**src/hdl/assert_macros.svh**
```systemverilog
// assertion macros shared by the frame parser rtl
// expects clk and arst_n in the scope of each use
`ifndef ASSERT_MACROS_SVH
`define ASSERT_MACROS_SVH

// same-cycle implication, disabled while in reset
`define ASSERT_IMPLIES(lbl, ante, cons) \
	lbl: assert property (@(posedge clk) disable iff (!arst_n) (ante) |-> (cons)) \
		else $error("assertion failed");

// next-cycle implication, disabled while in reset
`define ASSERT_NEXT(lbl, ante, cons) \
	lbl: assert property (@(posedge clk) disable iff (!arst_n) (ante) |=> (cons)) \
		else $error("assertion failed");

`endif

```
**src/hdl/imu_fp_pkg.sv**
```systemverilog
// shared constants, result type and scaling function of the imu frame parser
// no dependencies
`default_nettype none

package imu_fp_pkg;

	localparam logic [7:0] HdrByte   = 8'h55;
	localparam logic [7:0] TypeRate  = 8'h52;
	localparam logic [7:0] TypeAngle = 8'h53;

	// byte positions inside the 11-byte frame
	localparam logic [3:0] TypePos     = 4'd1;
	localparam logic [3:0] DataFirst   = 4'd2;
	localparam logic [3:0] DataLast    = 4'd7;
	localparam logic [3:0] ChecksumPos = 4'd10;
	localparam int         DataBytes   = 6;

	// fixed point scale: rate raw*125>>7, angle raw*45>>6
	localparam logic signed [23:0] RateMul  = 24'sd125;
	localparam logic signed [23:0] AngleMul = 24'sd45;

	typedef struct packed {
		logic               hit;
		logic               kind;
		logic signed [15:0] x;
		logic signed [15:0] y;
		logic signed [15:0] z;
	} fp_result_t;

	// floor scaling of a little-endian signed 16-bit value
	function automatic logic signed [15:0] scale_value(input logic [7:0] lo,
			input logic [7:0] hi, input logic kind);
		logic signed [15:0] raw;
		logic signed [23:0] ext;
		logic signed [23:0] prod;
		raw  = {hi, lo};
		ext  = 24'(raw);
		prod = ext * (kind ? AngleMul : RateMul);
		return kind ? prod[21:6] : prod[22:7];
	endfunction

endpackage

`default_nettype wire

```
**src/hdl/imu_fp_core.sv**
```systemverilog
// frame state of the imu frame parser: byte position, running checksum,
// stored type and data bytes, and the decode of a finished frame
// depends on imu_fp_pkg and assert_macros.svh
`default_nettype none
`include "assert_macros.svh"

module imu_fp_core (
	input  wire logic                   clk,
	input  wire logic                   arst_n,
	input  wire logic                   step,
	input  wire logic [7:0]             rx_byte,
	output imu_fp_pkg::fp_result_t      res
);
	import imu_fp_pkg::*;

	logic [3:0] pos_q;
	logic [7:0] sum_q;
	logic [7:0] type_q;
	logic [7:0] data_q [DataBytes];

	logic       drop;
	logic       at_check;
	logic [2:0] data_off;
	logic       good_type;

	assign drop      = (pos_q == 4'd0) && (rx_byte != HdrByte);
	assign at_check  = (pos_q == ChecksumPos);
	assign data_off  = 3'(pos_q - DataFirst);
	assign good_type = (type_q == TypeRate) || (type_q == TypeAngle);

	always_ff @(posedge clk or negedge arst_n) begin
		if (!arst_n) begin
			pos_q <= '0;
			sum_q <= '0;
		end else if (step) begin
			if (at_check) begin
				pos_q <= '0;
				sum_q <= '0;
			end else if (!drop) begin
				pos_q <= pos_q + 4'd1;
				sum_q <= sum_q + rx_byte;
			end
		end
	end

	always_ff @(posedge clk) begin
		if (step && pos_q == TypePos) begin
			type_q <= rx_byte;
		end
		if (step && pos_q >= DataFirst && pos_q <= DataLast) begin
			data_q[data_off] <= rx_byte;
		end
	end

	always_comb begin
		res.hit  = step && at_check && (sum_q == rx_byte) && good_type;
		// 0x52 and 0x53 differ only in bit 0
		res.kind = type_q[0];
		res.x    = scale_value(data_q[0], data_q[1], type_q[0]);
		res.y    = scale_value(data_q[2], data_q[3], type_q[0]);
		res.z    = scale_value(data_q[4], data_q[5], type_q[0]);
	end

	`ASSERT_IMPLIES(a_pos_range, 1'b1, pos_q <= ChecksumPos)
	`ASSERT_IMPLIES(a_hit_at_check, res.hit, step && pos_q == ChecksumPos)
	`ASSERT_NEXT(a_back_to_idle, step && at_check, pos_q == 4'd0 && sum_q == 8'd0)

endmodule

`default_nettype wire

```
**src/hdl/imu_frame_parser.sv**
```systemverilog
// imu frame parser
// -----------------------------------------------------------------------
// input channel (in_valid/in_ready): one received serial byte rx_byte with
// the current millisecond time now_ms per transfer. bytes before a 0x55
// header are dropped; an 11-byte frame is then collected with a running
// 8-bit checksum over bytes 0..9 compared against byte 10.
// output channel (out_valid/out_ready): one transfer per good frame of type
// 0x52 (angular rate, frame_kind 0, 1/16 deg/s) or 0x53 (angle, frame_kind
// 1, 1/128 deg), carrying x/y/z scaled values and the stamp_ms of the
// checksum byte. bad checksums and other types give nothing.
// order: an accepted checksum byte lands in the input register, and its result
// moves into the result register once that register is empty or being taken.
// throughput: one byte per cycle unless a held result stalls; the frame
// state update and scaling sit between the input and result registers.
// reset: position and checksum clear to waiting for a header, both
// pipeline registers empty. when the receiver stalls, the result register
// holds and the input register fills; in_ready drops only when both hold.
// -----------------------------------------------------------------------
// depends on imu_fp_pkg, imu_fp_core and assert_macros.svh
`default_nettype none
`include "assert_macros.svh"

module imu_frame_parser (
	input  wire logic               clk,
	input  wire logic               arst_n,
	input  wire logic               in_valid,
	output logic                    in_ready,
	input  wire logic [7:0]         rx_byte,
	input  wire logic [31:0]        now_ms,
	output logic                    out_valid,
	input  wire logic               out_ready,
	output logic                    frame_kind,
	output logic signed [15:0]      x_value,
	output logic signed [15:0]      y_value,
	output logic signed [15:0]      z_value,
	output logic [31:0]             stamp_ms
);
	import imu_fp_pkg::*;

	logic        valid_s1;
	logic [7:0]  byte_s1;
	logic [31:0] now_s1;
	logic        valid_s2;
	logic        advance;
	logic        step;
	fp_result_t  res;

	assign advance  = !valid_s2 || out_ready;
	assign step     = valid_s1 && advance;
	assign in_ready = !valid_s1 || advance;

	always_ff @(posedge clk or negedge arst_n) begin
		if (!arst_n) begin
			valid_s1 <= 1'b0;
			valid_s2 <= 1'b0;
		end else begin
			if (in_ready) begin
				valid_s1 <= in_valid;
			end
			if (advance) begin
				valid_s2 <= res.hit;
			end
		end
	end

	always_ff @(posedge clk) begin
		if (in_valid && in_ready) begin
			byte_s1 <= rx_byte;
			now_s1  <= now_ms;
		end
		if (advance && res.hit) begin
			frame_kind <= res.kind;
			x_value    <= res.x;
			y_value    <= res.y;
			z_value    <= res.z;
			stamp_ms   <= now_s1;
		end
	end

	imu_fp_core u_core (
		.clk     (clk),
		.arst_n  (arst_n),
		.step    (step),
		.rx_byte (byte_s1),
		.res     (res)
	);

	assign out_valid = valid_s2;

	// a byte waiting behind a stalled result must not be lost
	`ASSERT_NEXT(a_s1_held, valid_s1 && !advance, valid_s1 && $stable(byte_s1))

endmodule

`default_nettype wire
```
**config.mk**
```make
export PLATFORM = sky130hd
export DESIGN_NAME = imu_frame_parser
export DESIGN_NICKNAME = d
export VERILOG_FILES = /design/src/hdl/imu_fp_pkg.sv /design/src/hdl/imu_fp_core.sv /design/src/hdl/imu_frame_parser.sv
export VERILOG_INCLUDE_DIRS = /design/src /design/src/hdl
export SDC_FILE = /design/constraint.sdc
export NUM_CORES = 1
export LEC_CHECK = 0
export BUFFER_PORTS_ARGS = -buffer_cell sky130_fd_sc_hd__clkbuf_2
export CORE_ASPECT_RATIO = 1.25
export CORE_MARGIN = 5
export CORE_UTILIZATION = 56
export DETAILED_ROUTE_END_ITERATION = 16
export HOLD_SLACK_MARGIN = 0.02
export MAX_ROUTING_LAYER = met4
export PLACE_DENSITY = 0.89
export SYNTH_ARGS = -nofsm -noshare
export SYNTH_HDL_FRONTEND = slang
export SYNTH_HIERARCHICAL = 1
export SYNTH_SLANG_ARGS = --single-unit
```
**constraint.sdc**
```tcl
create_clock -name clk -period 4.85 [get_ports clk]
set_clock_uncertainty 0.05 [all_clocks]
set_input_delay 0.7275 -clock clk [delete_from_list [all_inputs] [get_ports clk]]
set_output_delay 0.7275 -clock clk [all_outputs]
set_load 0.1 [all_outputs]
```
==> results of run 1 <==
==> layout make-up <==
class,instances,area (sq um)
multi-input combinational,883,10600
fill,1703,8360
sequential,191,5670
timing repair buffer,279,2000
inverter,452,1700
tap,396,495
clock buffer,18,429
clock inverter,14,188
antenna,1,2.50
==> worst reg2reg max path, delay by kind of cell (launching register included) <==
kind                     cells  cell delay, ps
AND/OR/NAND/NOR              3             300
AO/OA/AOI/OAI                3             830
buffers and inverters        6             860
flip-flops                   1             440
multiplexers                 1             280
XOR/XNOR                     1             160
adder cells (fa/ha/maj)      5            2270
==> worst paths after layout <==
path / from / endpoint / depth (start not counted)
worst min register to register: now_s1[6]$_DFFE_PP_ / stamp_ms[6]$_DFFE_PP_ / 0
worst max register to register: u_core/type_q[0]$_DFFE_PP_ / y_value[11]$_DFFE_PP_ / 19
worst min-delay path: arst_n / valid_s1$_DFFE_PN0P_ / 1
max in group asynchronous: arst_n / u_core/sum_q[1]$_DFFE_PN0P_ / 1
worst max-delay path: u_core/type_q[0]$_DFFE_PP_ / y_value[11]$_DFFE_PP_ / 19
min in group clk: now_s1[6]$_DFFE_PP_ / stamp_ms[6]$_DFFE_PP_ / 0
==> synth_stat cells (all sizes together), types with 6 or more instances <==
master,count
mux2i,8
nand3,20
nor2b,45
nor2,58
nand4,6
edfxtp,177
clkbuf,25
buf,7
nor3,13
o21ai,36
nand2,66
dfrtp,14
fa,184
a21o,14
and2,6
ha,178
a21oi,49
o21a,10
o211ai,10
a221oi,8
inv,451
xnor2,45
mux2,12
xor2,20
a211oi,9
==> routing by layer <==
metal / up-vias / track usage [%] / part of all wire [%]
met2: 1147 / 48.2 / 49
met4: 0 / 14.5 / 8.9
li1: 5506 / - / -
met5: - / - / 0
met1: 6526 / 28.7 / 33
met3: 451 / 4.95 / 9.0
==> cell families after synthesis <==
| group | count (synthesis) | synth area share, % |
|---|---|---|
| mux | 20 | 1.28 |
| buf+inv | 484 | 10.9 |
| flops | 191 | 33.8 |
| compound gates | 186 | 7.79 |
| simple gates | 250 | 7.50 |
| xor+xnor | 65 | 3.40 |
| fa+ha+maj | 362 | 35.3 |
==> sequential cells by signal (all words and copies together), names as in the netlist <==
register,flops
frame_kind,1
byte_s1,8
u_core/type_q,8
valid_s1,1
u_core/data_q,48
x_value,16
z_value,16
out_valid,1
u_core/pos_q,4
u_core/sum_q,8
y_value,16
now_s1,32
stamp_ms,32
==> repair_timing <==
| action | in CTS | in global routing |
|---|---|---|
| pin swaps | 69 | 101 |
| setup endpoints to repair | 29 | 42 |
| resized for setup | 128 | 187 |
| hold buffers | 0 | 0 |
| setup buffers | 23 | 36 |
| gates cloned | 3 | 1 |
==> metrics by stage <==
step | setup slack [ps] | utilization [%]
2_1_floorplan | -0.945 | -
5_1_grt | -611 | 71.6
6_report | -568 | 71.6
3_5_place_dp | -184 | 63.0
4_1_cts | -67.4 | 67.9
3_3_place_gp | -81.3 | 63.0
==> impl_table.tex, run 1 <==
\begin{tabular}{lr}
\hline
Metric & Value \\
\hline
\multicolumn{2}{l}{\textbf{Setup path}} \\
Crit end category & flip-flop \\
CP delay by family, top & adder cells \\
CP cell instances & buf\_6 > buf\_16 > nor2\_4 > fa\_1 > fa\_1 > fa\_1 > inv\_1 > fa\_1 > inv\_2 > ha\_4 > nand4\_1 > buf\_4 > o2111ai\_4 > a311oi\_4 > o21ai\_2 > buf\_4 > nand2\_2 > xnor2\_1 > mux2\_2 \\
Critical-path maximum fanout & 7 \\
Worst stage delay on the critical path & 550 ps \\
Critical Setup Path Class & reg2reg \\
Standard cell with the maximum stage delay on the critical path & sky130\_fd\_sc\_hd\_\_fa\_1 \\
Category of the worst setup path launch point & flip-flop \\
CP required & 5010 ps \\
Worst setup slack for register-to-register paths & -570 ps \\
Arrival time of the worst setup path & 5580 ps \\
Buffer and inverter count on the worst path & 6 \\
CP most frequent cell & sky130\_fd\_sc\_hd\_\_fa\_1 \\
\multicolumn{2}{l}{\textbf{Final layout}} \\
Count of non-filler cells in the finished layout & 2,234 \\
Leading cell type in the layout, fill and taps excluded & sky130\_fd\_sc\_hd\_\_inv\_1 \\
Share of cells above drive strength 1 & 30.5\% \\
Final instance area & 0.0211 sq mm \\
Area growth from synthesis to final layout & 25.7\% \\
Most frequent cells in the layout & sky130\_fd\_sc\_hd\_\_inv\_1 (421), sky130\_fd\_sc\_hd\_\_fa\_1 (183), sky130\_fd\_sc\_hd\_\_edfxtp\_1 (177) \\
Final net count & 2,230 \\
\multicolumn{2}{l}{\textbf{GRT}} \\
Total global-route track usage & 27.3\% \\
Initial antenna violation count & 0 \\
Global-route wire length before repair & 69,400 um \\
Pin count of the biggest net entering global routing & 60 \\
Global route total overflow & 0 \\
Number of global-route vias before repair & 13,900 \\
\multicolumn{2}{l}{\textbf{Clock network}} \\
Clock network latency to the later pin of the worst-skew pair & 460 ps \\
H-tree depth & 4 \\
Total CTS buffers & 17 \\
Clock input transition at the sequential cells of the worst setup and hold paths & 80 ps \\
TritonCTS clock tree & done \\
Clock Sinks & 191 \\
Clock Path Buffers & 2 \\
Root Buffer Master & sky130\_fd\_sc\_hd\_\_clkbuf\_16 \\
\multicolumn{2}{l}{\textbf{Synth}} \\
Mapped Cells & 1,558 \\
Share of synthesized flip-flops with an asynchronous set or reset & 7.33\% \\
Seq/Total Area, Yosys & 33.8\% \\
Library cell with the largest summed area after synthesis & sky130\_fd\_sc\_hd\_\_edfxtp\_1 \\
Synth Net Count & 1,964 \\
Mean area per synthesized cell & 10.8 sq um \\
Flops \& latches, synth & 191 \\
Number of flops mapped to enable cells by yosys & 177 \\
Leading cell types by total area after synthesis & sky130\_fd\_sc\_hd\_\_edfxtp\_1 (32\%), sky130\_fd\_sc\_hd\_\_fa\_1 (22\%), sky130\_fd\_sc\_hd\_\_ha\_1 (13\%) \\
Most used flip-flop cell after synthesis & sky130\_fd\_sc\_hd\_\_edfxtp\_1 \\
Synth Cell Area & 0.0168 sq mm \\
Yosys warns & 6 \\
Unique masters post-synth & 73 \\
Top cell type's share of synthesized area & 31.7\% \\
\multicolumn{2}{l}{\textbf{Drt}} \\
Number of routed nets with antenna violations & 0 \\
Routed Wire Length & 52,400 um \\
First DRT Iteration DRCs & 1,541 \\
Post-detailed-route wirelength per cell & 23.5 um \\
Drt pass-1 iters & 9 \\
Routed vias/inst & 6.10 \\
Number of remaining DRC errors & 0 \\
Number of vias after detailed routing & 13,600 \\
\multicolumn{2}{l}{\textbf{Placed design}} \\
GPL Wtd Cong & 0.903 \\
DPL Wire Length & 27,100 um \\
Post-placement cell area & 0.0185 sq mm \\
Number of input and output port buffers inserted & 126 \\
Post-Place Cells & 2,143 \\
\multicolumn{2}{l}{\textbf{Timing}} \\
Unrepaired setup endpoints after global routing & true \\
Final critical delay including setup and external delays & 5420 ps \\
Count of final hold-check violations & 0 \\
Final clock period utilization by the worst path & 112\% \\
Fin. max-slew vios & 0 \\
Count of endpoints failing setup in the final report & 38 \\
Final worst-path setup slack & -568 ps \\
Timing-limited maximum frequency & 0.185 GHz \\
Worst-margin pin slew & 1290 ps \\
Final hold slack & 132 ps \\
Relative max-transition margin & 13.7\% \\
Total Negative Setup Slacks & -12,020 ps \\
\multicolumn{2}{l}{\textbf{Die}} \\
Area inside the core boundary & 0.0294 sq mm \\
Std-Cell Rows & 70 \\
Die Span Y & 203 um \\
Horizontal die dimension & 165 um \\
Effective utilization at floorplan & 56.9\% \\
DIE AREA & 0.0335 sq mm \\
Number of I/O pins & 127 \\
\multicolumn{2}{l}{\textbf{Status}} \\
Violated checks & setup timing \\
Outcome & complete, but fails checks \\
\multicolumn{2}{l}{\textbf{Job}} \\
Reported max-cap violation count & 0 \\
\multicolumn{2}{l}{\textbf{Hold path}} \\
Class of the tightest hold or removal check & in2async \\
\hline
\end{tabular}
Power of run 1 is left out: the tool's default activity adds up to more than one toggle a clock period on the data nets, which glitch-free logic cannot reach.
==> run 2, diff against run 1 <==
- CORE_UTILIZATION: 56 -> 45
- PLACE_DENSITY: 0.89 -> 0.76
==> run 2 against run 1 <==
The flow still finishes with violations (setup timing). Highest routed layer unchanged. Maximum frequency grew 8.9%. Die area grew 23%. Setup slack gained 440 ps. Register-to-register slack gained 440 ps. Worst hold slack lost 3.0 ps. Final cell count grew 2.6%. Via count shrank 17%. Non-clock buffer count shrank 30.
==> impl_table.tex, run 2 (synthesized netlist as in run 1, its figures left out) <==
\begin{tabular}{lr}
\hline
Metric & Value \\
\hline
\multicolumn{2}{l}{\textbf{Final layout}} \\
Final net count & 2,200 \\
Max reg flops & 48 \\
Number of filler cells placed in the layout & 3,170 \\
Leading cell type in the layout, fill and taps excluded & sky130\_fd\_sc\_hd\_\_inv\_1 \\
Largest registers & u\_core/data\_q x48, now\_s1 x32, stamp\_ms x32 \\
Combined area of the multi-input logic cells & 0.00970 sq mm \\
Share of cells above drive strength 1 & 21.7\% \\
Area growth from synthesis to final layout & 18.7\% \\
Area taken by flip-flops and latches & 0.00567 sq mm \\
Number of inserted diodes & 0 \\
Largest reg by FF count & u\_core/data\_q \\
Final instance area & 0.0199 sq mm \\
Most frequent cells in the layout & sky130\_fd\_sc\_hd\_\_inv\_1 (450), sky130\_fd\_sc\_hd\_\_fa\_1 (184), sky130\_fd\_sc\_hd\_\_edfxtp\_1 (177) \\
Final Util & 53.7\% \\
\multicolumn{2}{l}{\textbf{Die}} \\
DIE AREA & 0.0412 sq mm \\
Die Span Y & 226 um \\
Area inside the core boundary & 0.0371 sq mm \\
Horizontal die dimension & 183 um \\
Std-Cell Rows & 79 \\
Number of I/O pins & 127 \\
Effective utilization at floorplan & 45.2\% \\
\multicolumn{2}{l}{\textbf{Setup path}} \\
Critical-path maximum fanout & 15 \\
CP required & 5000 ps \\
Worst stage delay on the critical path & 530 ps \\
CP cell instances & buf\_4 > buf\_12 > nor2b\_1 > fa\_1 > inv\_1 > fa\_1 > inv\_1 > fa\_1 > inv\_1 > fa\_1 > inv\_1 > ha\_1 > and4\_1 > buf\_4 > and2\_1 > a22oi\_1 > o211ai\_1 > buf\_4 > or2\_2 > a21oi\_2 > a221oi\_2 \\
Critical Setup Path Class & reg2reg \\
Crit end category & flip-flop \\
Arrival time of the worst setup path & 5130 ps \\
Standard cell with the maximum stage delay on the critical path & sky130\_fd\_sc\_hd\_\_fa\_1 \\
Category of the worst setup path launch point & flip-flop \\
\multicolumn{2}{l}{\textbf{Clock network}} \\
TritonCTS clock tree & done \\
Total CTS buffers & 17 \\
Number of hold buffers added after cts & 0 \\
Root Buffer Master & sky130\_fd\_sc\_hd\_\_clkbuf\_16 \\
Clock network latency to the later pin of the worst-skew pair & 460 ps \\
Clock input transition at the sequential cells of the worst setup and hold paths & 80 ps \\
H-tree depth & 4 \\
Clock Path Buffers & 2 \\
Clock Sinks & 191 \\
\multicolumn{2}{l}{\textbf{Timing}} \\
Final worst-path setup slack & -125 ps \\
Final critical delay including setup and external delays & 4980 ps \\
Fin. max-slew vios & 0 \\
Count of endpoints failing setup in the final report & 17 \\
Timing-limited maximum frequency & 0.201 GHz \\
Count of final hold-check violations & 0 \\
Total Negative Setup Slacks & -857 ps \\
Final clock period utilization by the worst path & 103\% \\
Final hold slack & 129 ps \\
Relative max-transition margin & 28.5\% \\
Unrepaired setup endpoints after global routing & true \\
Worst-margin pin slew & 1060 ps \\
\multicolumn{2}{l}{\textbf{Pwr}} \\
Cell Pwr Density & 708 mW/mm\^{}2 \\
Overall power & 0.0141 W \\
Total internal power & 0.00780 W \\
Switching fraction of total power & 44.6\% \\
Combinational share of power & 72.7\% \\
Power spent charging and discharging nets & 0.00627 W \\
Worst voltage drop across the vdd grid & 0.000436 V \\
Power share of the clock group & 10.4\% \\
P\_leak & 9.49 nW \\
Part of the power in registers & 16.8\% \\
\multicolumn{2}{l}{\textbf{Placed design}} \\
DPL Wire Length & 26,100 um \\
Post-placement cell area & 0.0187 sq mm \\
GPL Wtd Cong & 0.859 \\
Number of input and output port buffers inserted & 126 \\
\multicolumn{2}{l}{\textbf{Job}} \\
Reported max-cap violation count & 0 \\
\multicolumn{2}{l}{\textbf{Drt}} \\
Number of routed nets with antenna violations & 0 \\
Drt pass-1 iters & 5 \\
Routed Wire Length & 33,700 um \\
First DRT Iteration DRCs & 475 \\
Number of remaining DRC errors & 0 \\
Post-detailed-route wirelength per cell & 14.7 um \\
Number of vias after detailed routing & 11,300 \\
Routed vias/inst & 4.92 \\
\multicolumn{2}{l}{\textbf{GRT}} \\
Global route total overflow & 0 \\
Global-route wire length before repair & 55,800 um \\
Pin count of the biggest net entering global routing & 50 \\
Initial antenna violation count & 0 \\
Total global-route track usage & 17.2\% \\
Number of global-route vias before repair & 12,000 \\
\multicolumn{2}{l}{\textbf{Hold path}} \\
Class of the tightest hold or removal check & in2async \\
\multicolumn{2}{l}{\textbf{Status}} \\
Outcome & complete, but fails checks \\
Violated checks & setup timing \\
\hline
\end{tabular}
==> run 2: changes by cell type in the layout (fill, tap and decap cells not counted), moves of 9 or more <==
cell                      change
sky130_fd_sc_hd__ha_4        -23
sky130_fd_sc_hd__buf_6       -10
sky130_fd_sc_hd__nor2b_4      -9
sky130_fd_sc_hd__nor2b_2     -12
sky130_fd_sc_hd__inv_2       -29
sky130_fd_sc_hd__inv_1       +29
sky130_fd_sc_hd__o21ai_0     +10
sky130_fd_sc_hd__nor2b_1     +21
sky130_fd_sc_hd__ha_1        +28
sky130_fd_sc_hd__buf_4       -11
==> run 2: area by class of cell <==
cell class | instances | area share, %
flip-flops and latches | 191 | 28.5
clock inverters | 15 | 0.943
well taps | 486 | 3.06
inverters | 452 | 8.53
multi-input cells | 883 | 48.7
repair buffers | 249 | 8.12
clock buffers | 17 | 2.14
==> run 2: what timing repair did <==
item                       in CTS  in global routing
setup endpoints to repair      27                 38
gates resized for setup        33                 65
gates cloned                    1                  0
setup buffers                   4                 12
pin swaps                      16                 16
==> run 2: metrics by stage <==
step                      setup WS (ps)  cells
after detailed placement           -171   2245
after CTS                         -65.1   2282
after floorplan                  -0.945   1558
after global routing               -323   2293
after global placement            -64.4   2245
final                              -125   2293
==> run 2: layer usage <==
layer | GRT usage (%) | routed length [um]
met3 | 2.59 | 1250
met1 | 20.3 | 14200
met2 | 30.6 | 17500
met5 | - | 0
met4 | 4.96 | 697
==> run 2: power by group through the flow <==
stage / combinational, W / clock (W) / sequential (W)
2_1_floorplan: 0.00667 / 0 / 0.00237
3_3_place_gp: 0.00881 / 0 / 0.00240
3_5_place_dp: 0.00908 / 0 / 0.00241
4_1_cts: 0.00943 / 0.00150 / 0.00237
5_1_grt: 0.0115 / 0.00157 / 0.00239
6_report: 0.0102 / 0.00147 / 0.00237
==> run 2: critical path: cells and delay by family, from the launching register on <==
family                     cells  cell delay (ps)
adders and majority gates      5             2300
buffers and inverters          8              800
and+or+nand+nor                4              740
AOI/OAI and AO/OA              4              450
DFF                            1              400
==> run 2: path summary, 6_finish.rpt <==
kind                                            start  slack (ps)                          end  cells past startpoint
min in group clk                 now_s1[18]$_DFFE_PP_         370       stamp_ms[18]$_DFFE_PP_                      0
min reg2reg                      now_s1[18]$_DFFE_PP_         370       stamp_ms[18]$_DFFE_PP_                      0
max reg2reg                u_core/type_q[0]$_DFFE_PP_        -130        x_value[13]$_DFFE_PP_                     21
min                                            arst_n         130         valid_s1$_DFFE_PN0P_                      1
max                        u_core/type_q[0]$_DFFE_PP_        -130        x_value[13]$_DFFE_PP_                     21
max in group asynchronous                      arst_n        4340  u_core/sum_q[2]$_DFFE_PN0P_                      1
Power figures use the tool's default switching activity.
==> run 3, diff against run 2 <==
- ABC_AREA: unset -> 1
==> run 3 against run 2 <==
The flow now finishes without violations. Register-to-register slack improved by 250 ps. Count of clock-buffer cells in the layout stayed put. Worst hold slack better by 15 ps. Core utilization shrank 3.1 points. Via count increased by 5.9%. Area after synthesis grew 2.2%. Non-clock buffer count decreased by 104. Wire length increased by 3.7%. Final cell count rose by 7.6%. Cell area fell by 3.6%.
==> impl_table.tex, run 3 <==
\begin{tabular}{lr}
\hline
Metric & Value \\
\hline
\multicolumn{2}{l}{\textbf{Synth}} \\
Synth Net Count & 2,226 \\
Mean area per synthesized cell & 9.41 sq um \\
Most used flip-flop cell after synthesis & sky130\_fd\_sc\_hd\_\_edfxtp\_1 \\
Number of flops mapped to enable cells by yosys & 177 \\
Seq/Total Area, Yosys & 33.1\% \\
Most instantiated cells after synthesis & sky130\_fd\_sc\_hd\_\_inv\_1 (547), sky130\_fd\_sc\_hd\_\_nand2\_1 (250), sky130\_fd\_sc\_hd\_\_fa\_1 (184) \\
Top cell type's share of synthesized area & 31.0\% \\
Most frequent cell after synthesis & sky130\_fd\_sc\_hd\_\_inv\_1 \\
Yosys warns & 6 \\
Mapped Cells & 1,820 \\
Share of synthesized flip-flops with an asynchronous set or reset & 7.33\% \\
Unique masters post-synth & 42 \\
Leading cell types by total area after synthesis & sky130\_fd\_sc\_hd\_\_edfxtp\_1 (31\%), sky130\_fd\_sc\_hd\_\_fa\_1 (22\%), sky130\_fd\_sc\_hd\_\_ha\_1 (13\%) \\
Synth Cell Area & 0.0171 sq mm \\
Flops \& latches, synth & 191 \\
Library cell with the largest summed area after synthesis & sky130\_fd\_sc\_hd\_\_edfxtp\_1 \\
\multicolumn{2}{l}{\textbf{Drt}} \\
First DRT Iteration DRCs & 645 \\
Number of remaining DRC errors & 0 \\
Number of vias after detailed routing & 11,900 \\
Post-detailed-route wirelength per cell & 14.1 um \\
Number of routed nets with antenna violations & 0 \\
Drt pass-1 iters & 5 \\
Routed vias/inst & 4.84 \\
Routed Wire Length & 34,900 um \\
\multicolumn{2}{l}{\textbf{Clock network}} \\
Clock input transition at the sequential cells of the worst setup and hold paths & 80 ps \\
Clock Sinks & 191 \\
H-tree depth & 4 \\
Total CTS buffers & 17 \\
Root Buffer Master & sky130\_fd\_sc\_hd\_\_clkbuf\_16 \\
TritonCTS clock tree & done \\
Clock network latency to the later pin of the worst-skew pair & 440 ps \\
Clock Path Buffers & 2 \\
\multicolumn{2}{l}{\textbf{Final layout}} \\
Max reg flops & 48 \\
Number of filler cells placed in the layout & 3,437 \\
Number of inserted diodes & 0 \\
Share of cells above drive strength 1 & 11.0\% \\
Largest reg by FF count & u\_core/data\_q \\
Count of non-filler cells in the finished layout & 2,468 \\
Area growth from synthesis to final layout & 12.0\% \\
Leading cell type in the layout, fill and taps excluded & sky130\_fd\_sc\_hd\_\_inv\_1 \\
Most frequent cells in the layout & sky130\_fd\_sc\_hd\_\_inv\_1 (547), sky130\_fd\_sc\_hd\_\_nand2\_1 (249), sky130\_fd\_sc\_hd\_\_fa\_1 (184) \\
Largest registers & u\_core/data\_q x48, now\_s1 x32, stamp\_ms x32 \\
Final net count & 2,369 \\
\multicolumn{2}{l}{\textbf{GRT}} \\
Met2 Use GR & 30.6\% \\
Global-route wire length before repair & 58,400 um \\
Global route total overflow & 0 \\
Initial antenna violation count & 0 \\
Total global-route track usage & 17.5\% \\
Pin count of the biggest net entering global routing & 50 \\
Met3 usage in global routing & 2.87\% \\
Global-route track usage on met1 & 20.9\% \\
Layer carrying the most global-route usage & met2 \\
Number of global-route vias before repair & 12,500 \\
\multicolumn{2}{l}{\textbf{Die}} \\
Std-Cell Rows & 80 \\
Horizontal die dimension & 185 um \\
DIE AREA & 0.0421 sq mm \\
Area inside the core boundary & 0.0379 sq mm \\
Number of I/O pins & 127 \\
Effective utilization at floorplan & 45.2\% \\
Die Span Y & 228 um \\
\multicolumn{2}{l}{\textbf{Timing}} \\
Timing-limited maximum frequency & 0.212 GHz \\
Final clock period utilization by the worst path & 97.4\% \\
Unrepaired setup endpoints after global routing & true \\
Final critical delay including setup and external delays & 4730 ps \\
Count of endpoints failing setup in the final report & 0 \\
Relative max-transition margin & 27.0\% \\
Fin. max-slew vios & 0 \\
Count of final hold-check violations & 0 \\
Total Negative Setup Slacks & 0 ps \\
Worst-margin pin slew & 1090 ps \\
\multicolumn{2}{l}{\textbf{Placed design}} \\
Post-Place Cells & 2,432 \\
Number of input and output port buffers inserted & 126 \\
DPL Wire Length & 27,900 um \\
GPL Wtd Cong & 0.904 \\
\multicolumn{2}{l}{\textbf{Setup path}} \\
CP required & 5000 ps \\
Critical-path maximum fanout & 10 \\
Worst Reg2Reg Path Length in Cells & 21 \\
Worst setup slack for register-to-register paths & 120 ps \\
Crit Reg-Reg Endpoint & y\_value[15]\$\_DFFE\_PP\_ \\
Category of the worst setup path launch point & flip-flop \\
Crit end category & flip-flop \\
Beginning of the worst register-to-register path & u\_core/type\_q[0]\$\_DFFE\_PP\_ \\
Arrival time of the worst setup path & 4870 ps \\
Critical Setup Path Class & reg2reg \\
\multicolumn{2}{l}{\textbf{Job}} \\
Reported max-cap violation count & 0 \\
\multicolumn{2}{l}{\textbf{Status}} \\
Outcome & finished clean \\
\multicolumn{2}{l}{\textbf{Hold path}} \\
Class of the tightest hold or removal check & in2async \\
\hline
\end{tabular}
## run 3: cell count changes in the layout (fill, tap and decap cells not counted), sizes merged, moves of 45 or more
cell	previous run	this run
nand2	66	251
buf	123	17
inv	458	560
nor2	58	130
nand3	20	90
nor2b	45	0
## run 3: per-stage QoR
stage               utilization [%]  hold WS, ps  worst slack (ps)  instance area (sq um)
finish                         50.6          143               125                  19200
global route                   50.6          152             -35.6                  19200
floorplan                         -          350              94.9                  17100
detailed placement             48.5          355               160                  18400
CTS                            50.2          139               136                  19000
global placement               48.5          350               255                  18400
## run 3: per-layer routing
layer | vias to the layer above | part of all wire, %
met1 | 5741 | 42
met2 | 288 | 52
met3 | 50 | 4.8
met4 | 0 | 1.8
met5 | - | 0
li1 | 5869 | -
## run 3: worst max-delay path by stage
stage | startpoint | to | slack (ps) | cells past startpoint
CTS | u_core/type_q[0]$_DFFE_PP_ | x_value[15]$_DFFE_PP_ | 140 | 20
floorplan | u_core/type_q[0]$_DFFE_PP_ | x_value[11]$_DFFE_PP_ | 90 | 20
finish | u_core/type_q[0]$_DFFE_PP_ | y_value[15]$_DFFE_PP_ | 120 | 21
global placement | u_core/type_q[0]$_DFFE_PP_ | x_value[14]$_DFFE_PP_ | 250 | 20
detailed placement | u_core/type_q[0]$_DFFE_PP_ | x_value[15]$_DFFE_PP_ | 160 | 20
global route | u_core/type_q[0]$_DFFE_PP_ | z_value[15]$_DFFE_PP_ | -40 | 21
## run 3: area by class of cell
class | instances | area, sq um | area share, %
clock buffer | 17 | 425 | 2.22
clock inverter | 15 | 186 | 0.972
inverter | 551 | 2070 | 10.8
multi-input combinational | 1057 | 9390 | 48.9
sequential | 191 | 5670 | 29.5
tap | 492 | 616 | 3.21
timing repair buffer | 145 | 833 | 4.34
## run 3: worst max-delay path, stage by stage, from the launching register on
cell and delay, ps:
sky130_fd_sc_hd__edfxtp_1 460, sky130_fd_sc_hd__buf_12 170, sky130_fd_sc_hd__clkbuf_16 170, sky130_fd_sc_hd__nor2_2 180
sky130_fd_sc_hd__fa_1 470, sky130_fd_sc_hd__fa_1 530, sky130_fd_sc_hd__fa_1 500, sky130_fd_sc_hd__inv_1 50
sky130_fd_sc_hd__fa_1 470, sky130_fd_sc_hd__inv_1 40, sky130_fd_sc_hd__ha_2 360, sky130_fd_sc_hd__nand2_1 90
sky130_fd_sc_hd__nor2_1 140, sky130_fd_sc_hd__nand2_1 80, sky130_fd_sc_hd__nand2_1 140, sky130_fd_sc_hd__nand2_1 70
sky130_fd_sc_hd__nand2_1 180, sky130_fd_sc_hd__nand2_1 110, sky130_fd_sc_hd__nand2_1 70, sky130_fd_sc_hd__nand2_1 40
sky130_fd_sc_hd__nand3_1 50, sky130_fd_sc_hd__nand2_1 50
## run 3: cell families after synthesis
group | Yosys count | synth area share (%)
DFF | 191 | 33.1
buffers and inverters | 572 | 12.6
adders and majority gates | 362 | 34.5
AOI/OAI and AO/OA | 122 | 4.06
muxes | 4 | 0.234
xor gates and xnor gates | 43 | 2.20
and+or+nand+nor | 526 | 13.3
## run 3: timing repair
action,4_1_cts,5_1_grt
hold buffers,0,0
resized for setup,0,25
endpoints found under the setup margin,0,16
setup buffers,0,2
Power of run 3 is left out for the same reason.
